File: config.mk
export PLATFORM = sky130hd
export DESIGN_NAME = btcr_rem_unit
export DESIGN_NICKNAME = d
export VERILOG_FILES = /design/src/rtl/btcr_pkg.sv /design/src/rtl/btcr_rem_unit.sv
export SDC_FILE = /design/constraint.sdc
export NUM_CORES = 1
export LEC_CHECK = 0
export ABC_AREA = 1
export ABC_CLOCK_PERIOD_IN_PS = 2900
export BUFFER_PORTS_ARGS = -buffer_cell sky130_fd_sc_hd__clkbuf_2
export CORE_MARGIN = 3
export CORE_UTILIZATION = 34
export CTS_CLUSTER_DIAMETER = 200
export DETAILED_ROUTE_END_ITERATION = 10
export GPL_TIMING_DRIVEN = 0
export HOLD_SLACK_MARGIN = 0.08
export MAX_ROUTING_LAYER = met4
export PLACE_DENSITY = 0.52
export SYNTH_ARGS = -nofsm -noshare
export SYNTH_HDL_FRONTEND = slang
export SYNTH_SLANG_ARGS = --single-unit
File: constraint.sdc
create_clock -name clk -period 2.9 [get_ports clk]
set_input_delay 0.435 -clock clk [delete_from_list [all_inputs] [get_ports clk]]
set_output_delay 0.435 -clock clk [all_outputs]
set_load 0.01 [all_outputs]
File: src/rtl/btcr_pkg.sv
`timescale 1ns / 1ps
// ----------------------------------------------------------------------------
// btcr_pkg
// Shared types and constants for the bitmap text cursor renderer.
// ----------------------------------------------------------------------------
package btcr_pkg;

  // Glyph store geometry (address is glyph * height + row, modulo depth)
  localparam int StoreAw = 12;
  localparam int StoreDepth = 1 << StoreAw;

  // Config register indexes
  localparam int CfgIdxW = 3;
  localparam logic [CfgIdxW-1:0] REG_FG_COLOR      = 3'd0;
  localparam logic [CfgIdxW-1:0] REG_BG_COLOR      = 3'd1;
  localparam logic [CfgIdxW-1:0] REG_SCREEN_WIDTH  = 3'd2;
  localparam logic [CfgIdxW-1:0] REG_SCREEN_HEIGHT = 3'd3;
  localparam logic [CfgIdxW-1:0] REG_TAB_STOP      = 3'd4;

  // Config reset values
  localparam logic [31:0] FG_RESET     = 32'hD8D8_D8D8;
  localparam logic [31:0] BG_RESET     = 32'h0000_0000;
  localparam logic [12:0] WIDTH_RESET  = 13'd1024;
  localparam logic [12:0] HEIGHT_RESET = 13'd768;
  localparam logic [8:0]  TAB_RESET    = 9'd64;

  // Input actions
  localparam logic ACT_RENDER = 1'b0;
  localparam logic ACT_FONT_WR = 1'b1;

  // Control characters
  localparam logic [7:0] CHAR_NUL = 8'h00;
  localparam logic [7:0] CHAR_BS  = 8'h08;
  localparam logic [7:0] CHAR_TAB = 8'h09;
  localparam logic [7:0] CHAR_NL  = 8'h0A;

  // Sequencer states
  typedef enum logic [2:0] {
    ST_IDLE,
    ST_TAB,
    ST_EMIT,
    ST_ADV,
    ST_WRAP
  } state_t;

  // Remainder unit status
  typedef struct packed {
    logic busy;
    logic done;
  } rem_stat_t;

endpackage

File: src/rtl/btcr_rem_unit.sv
`timescale 1ns / 1ps
// ----------------------------------------------------------------------------
// btcr_rem_unit
// Bit-serial restoring remainder: 16-bit dividend by 9-bit divisor,
// one quotient bit per cycle, done pulses when the remainder is final.
// ----------------------------------------------------------------------------
module btcr_rem_unit
  import btcr_pkg::*;
(
  input  logic        clk,
  input  logic        rst_n,
  input  logic        start,
  input  logic [15:0] dividend,
  input  logic [8:0]  divisor,
  output rem_stat_t   stat,
  output logic [8:0]  rem
);

  logic        busy_r, busy_nxt;
  logic        done_r, done_nxt;
  logic [3:0]  cnt_r, cnt_nxt;
  logic [15:0] dvd_r, dvd_nxt;
  logic [8:0]  dsr_r, dsr_nxt;
  logic [8:0]  rem_r, rem_nxt;
  logic [9:0]  trial;

  // One restoring step per cycle
  always_comb begin
    busy_nxt = busy_r;
    done_nxt = 1'b0;
    cnt_nxt  = cnt_r;
    dvd_nxt  = dvd_r;
    dsr_nxt  = dsr_r;
    rem_nxt  = rem_r;
    trial    = {rem_r, dvd_r[15]};
    if (start) begin
      busy_nxt = 1'b1;
      cnt_nxt  = 4'd15;
      dvd_nxt  = dividend;
      dsr_nxt  = divisor;
      rem_nxt  = '0;
    end else if (busy_r) begin
      // trial < 2 * divisor, so a single subtract restores it
      if (trial >= {1'b0, dsr_r}) begin
        rem_nxt = 9'(trial - {1'b0, dsr_r});
      end else begin
        rem_nxt = trial[8:0];
      end
      dvd_nxt = {dvd_r[14:0], 1'b0};
      cnt_nxt = cnt_r - 4'd1;
      if (cnt_r == 4'd0) begin
        busy_nxt = 1'b0;
        done_nxt = 1'b1;
      end
    end
  end

  // Control state
  always_ff @(posedge clk) begin
    if (!rst_n) begin
      busy_r <= 1'b0;
      done_r <= 1'b0;
      cnt_r  <= '0;
    end else begin
      busy_r <= busy_nxt;
      done_r <= done_nxt;
      cnt_r  <= cnt_nxt;
    end
  end

  // Datapath
  always_ff @(posedge clk) begin
    dvd_r <= dvd_nxt;
    dsr_r <= dsr_nxt;
    rem_r <= rem_nxt;
  end

  assign stat.busy = busy_r;
  assign stat.done = done_r;
  assign rem       = rem_r;

endmodule

Yosys cells after proc, flatten, opt, wreduce, memory -nomap -nowiden:

Cells that the tools add are included.

* bitwise logic cells: 2
* magnitude comparators: 1
* multiplexer cells: 9
* reduce and logical (&&, ||, !) cells: 3
* add/subtract/negate cells: 2

Operators with widths (count)
* $mux W16: 2
* $ge A10 B9 Y1: 1
* $mux W9: 1
* $sub A9 B9 Y9: 1
* $mux W4: 2
* $logic_not A4 Y1: 1
* $mux W1: 4
* $sub A4 B1 Y4 const B: 1
* $reduce_or A3 Y1: 1
* $not A1 Y1: 2
* $reduce_bool A2 Y1: 1

* flip-flop bits (word level): 40
* word-level logic and storage cells: 23
* output and inout port bits: 11
* input port bits: 28

Longest topological paths before layout:

* word-level depth: 4
* gate-level depth with buffers: 12
* depth with buffers taken out: 12

Worst setup path before layout:

No wires, ideal clock.

* path type: reg-to-reg
* from: register dvd_r[15]
* to: register rem_r[3] (netlist: rem[3])
* stages on the path, launching flop included: 12
* path buffers: 1
* clock period less this slack: 1.723 ns
* library setup time: 0.136 ns
* required time: 2.764 ns
* setup slack: 1.177 ns
* arrival: 1.587 ns
* path through: edfxtp_1 inv_1 ha_1 inv_1 fa_1 nand2_1 nand3_2 nand2_2 buf_6 nand3_1 nand3_1 o21ai_1

* longest elaborated chain between the ends: 2
* elaborated cells on any way between the ends: 3
* classes of those cells: add/sub (1); order compare (1); mux (1)

Ends and longest elaborated chain
* start: declaration: line btcr_rem_unit.sv:22 `logic [15:0] dvd_r, dvd_nxt;`
* start signal: assignment: line btcr_rem_unit.sv:73 `dvd_r <= dvd_nxt;`
* $sub A9 B9 Y9 / $ge A10 B9 Y1 (equally long branches): line btcr_rem_unit.sv:45, btcr_rem_unit.sv:44
* $mux W9 *: line btcr_rem_unit.sv:44 `if (trial >= {1'b0, dsr_r}) begin`
* end signal: assignment: line btcr_rem_unit.sv:75 `rem_r <= rem_nxt;`
* end: declaration: line btcr_rem_unit.sv:24 `logic [8:0] rem_r, rem_nxt;`

Mark *: on every way between the ends. The rest lies on a longest branch, timed or not.
A chain may end at the register's enable or synchronous reset.

Worst setup path after layout:

* from: register dvd_r[15]
* to: register rem_r[2] (netlist: rem[2])

The elaborated chain is that of the path after synthesis.

==> flow_metrics.tcl <==
set metrics [dict create \
    clkLatencyLatePin_ns 0.29 \
    first_global_vias 1626 \
    num_rows 28 \
    fin_skew_ns 0.00800 \
    r2r_setup_slack_ns 0.99 \
    power_switching_uw 318 \
    cap_viol_max_count 0 \
    holdCritPathClass "in -> reg" \
    timing.final.crit_share_pct 65.8 \
    cts_buffer_depth 2 \
    synth.distinct_cells 32 \
    ys_async_sr_fraction_pct 0 \
    antenna_found_initial 0 \
    portBuffers 38 \
    n_fill_cell 636 \
    syn_area_per_cell_um2 8.26 \
    core_area_um2 6030 \
    vias_per_cell 4.46 \
    postCtsSetupBuffers 0 \
    dieArea_um2 7300 \
    worstPathArrival_ns 2.05 \
    multi_input_area_um2 888 \
    grt_use_total_pct 13.2 \
    crit_fanout 10 \
    io_pins 39 \
    synth_edf_count 25 \
    path_class "reg -> reg" \
    crit_chain "inv_1 -> ha_1 -> inv_1 -> fa_1 -> nand2_1 -> nand3_2 -> nand2_2 -> buf_6 -> nand3_2 -> nand3_1 -> o21ai_0" \
    die_w_um 85.5 \
    antenna_cells 0 \
    rsz0062_at_grt "no" \
    gp_congestion 0.794 \
    whs_endpoint "dsr_r[8]" \
    p_sw_share_pct 26.0 \
    grt_pass1_wl_mm 7.39 \
    worstHoldStart "divisor[8]" \
    via_count 1698 \
    period_minus_slack_ns 1.91 \
    status "complete, no violations" \
    critPathLaunchType "flop" \
    netlist_instances 260 \
    worst_pin_slew_ns 0.764 \
    slowest_stage "fa_1" \
    wl_per_cell_um 11.3 \
    drc 0 \
    dr.pass1.iters 4 \
    hold_violations 0 \
    clkSlewWorstSetupHoldPaths_ns 0.08 \
    fp.dieH_um 85.5 \
    reg2regPathDepth 11 \
    report.final.slew_viol_count 0 \
    cts_sinks 40 \
    drtIter0Drc 64 \
    regArea_um2 1050 \
    start_util_pct 35.6 \
    pwr-share-clk_pct 29.4 \
    r2r-start "dvd_r[15]" \
    ys_ff_latch 40 \
    mappedNetlistNets 299 \
    clock.fmax_mhz 524 \
    grt_remaining_overflow 0 \
    power_frac_seq_pct 55.2 \
    setup_violations 0 \
    ir_drop_mv 0.256 \
    pwr-share-comb_pct 15.4 \
    min_path_cells 1 \
    p_int_uw 903 \
    grt_max_degree 21 \
    p_leak_uw 0.00131 \
    netlist_area_um2 2150 \
    synth_top_flop_cell "edfxtp_1" \
    wl_mm 4.30 \
    hold_buffers 0 \
    worstSetupEndpointType "flop" \
    antenna_left 0 \
    p_per_area_nw_per_um2 485 \
    h-tree-depth 2 \
    cts_buffers 5 \
    power_uw 1220 \
    root_buffer "clkbuf_8" \
    reg2reg_to "rem[2]" \
    area_growth_pct 17.2 \
    fin_nets 344 \
    max_stage_delay_ns 0.43 \
    yosysWarnings 0 \
    finalSetupTns_ns 0 \
    required_ns 3.04 \
    ctsResizeCount 0 \
    timing.slew.headroom_pct 49.0 \
    dp_hpwl_mm 3.28 \
    cts_tree "yes" \
    synth-seq-area-share_pct 49.0 \
    drive_above_1_share_pct 20.3 \
]
## layout by cell type, fill, tap and decap left out, types with 2 or more instances in the layout
| master | synthesis | layout |
|---|---|---|
| a21oi_1 | 4 | 4 |
| buf_4 | 2 | 2 |
| buf_6 | 2 | 2 |
| clkbuf_1 | 1 | 3 |
| clkbuf_2 | 0 | 38 |
| clkbuf_8 | 0 | 5 |
| dfxtp_1 | 15 | 15 |
| edfxtp_1 | 25 | 25 |
| ha_1 | 10 | 10 |
| inv_1 | 41 | 41 |
| nand2_1 | 91 | 91 |
| nand2_2 | 4 | 4 |
| nand3_1 | 21 | 21 |
| nand3_2 | 4 | 4 |
| nand3b_1 | 3 | 3 |
| nand4_1 | 2 | 2 |
| nor2_1 | 9 | 9 |
| nor2_2 | 2 | 2 |
| nor3_1 | 3 | 3 |
| o21ai_0 | 4 | 4 |
| o21ai_1 | 2 | 2 |
| xnor2_1 | 3 | 3 |
## worst max-delay path, delay by kind of cell, from the launching register on
kind,cells,cell delay (ns)
fa+ha+maj,2,0.58
flops,1,0.36
compound gates,1,0.07
buf+inv,3,0.31
simple gates,5,0.45
## per-stage QoR
stage / utilization (%) / hold slack, ns / cells / area [um^2] / setup slack (ns)
global route: 41.8 / 0.302 / 381 / 2520 / 0.816
floorplan: - / 0.468 / 260 / 2150 / 1.18
global placement: 40.3 / 0.487 / 373 / 2430 / 0.795
finish: 41.8 / 0.320 / 381 / 2520 / 0.991
CTS: 41.8 / 0.308 / 381 / 2520 / 0.973
detailed placement: 40.3 / 0.485 / 373 / 2430 / 0.823
## state kept, by name (all words and copies together), names as in the netlist
register,flops
cnt_r,4
done_r,1
rem,9
dvd_r,16
busy_r,1
dsr_r,9
## per-layer routing
metal / track usage [%] / part of all wire, % / routed length (um) / vias up
met3: 3.20 / 4.1 / 177 / 5
met1: 17.0 / 51 / 2170 / 740
met2: 20.3 / 44 / 1890 / 33
li1: - / - / - / 920
met5: - / 0 / 0 / -
met4: 4.75 / 1.3 / 54 / 0
## power by group through the flow
stage	combinational, uW	clock (uW)	sequential, uW
after global routing	221	400	677
after global placement	189	0	686
after floorplan	133	0	683
final	188	359	673
after detailed placement	190	0	687
after CTS	191	377	674
## cells in the mapped netlist, types with 3 or more instances
library cell	number	share of area, %
a21oi_1	4	0.93
dfxtp_1	15	14
edfxtp_1	25	35
ha_1	10	5.8
inv_1	41	7.2
nand2_1	91	16
nand2_2	4	1.2
nand3_1	21	4.9
nand3_2	4	1.9
nand3b_1	3	1.0
nor2_1	9	1.6
nor3_1	3	0.70
o21ai_0	4	0.93
xnor2_1	3	1.2
## kinds of logic after synthesis
group                    after synthesis  share of synthesized area (%)
XOR/XNOR                               3                           1.22
AND/OR/NAND/NOR                      142                           29.2
AO/OA/AOI/OAI                         15                           4.20
buffers and inverters                 49                           9.67
adder cells (fa/ha/maj)               11                           6.76
flip-flops                            40                           49.0
## cell type report
| class | count | area share (%) |
|---|---|---|
| multi-input cells | 171 | 35.3 |
| well taps | 75 | 3.73 |
| flip-flops and latches | 40 | 41.8 |
| clock inverters | 1 | 0.348 |
| plain buffers | 7 | 1.99 |
| repair buffers | 38 | 7.56 |
| inverters | 42 | 6.27 |
| clock buffers | 7 | 3.03 |
## how the worst max path moves through the flow
stage | from | end | slack (ns) | cells past startpoint
floorplan | dvd_r[15] | rem[3] | 1.18 | 11
global placement | start | dvd_r[10] | 0.79 | 3
detailed placement | start | dvd_r[9] | 0.82 | 3
CTS | dvd_r[15] | rem[2] | 0.97 | 11
global route | dvd_r[15] | rem[2] | 0.82 | 11
finish | dvd_r[15] | rem[2] | 0.99 | 11
No activity file was read; power rests on OpenSTA's default activity.
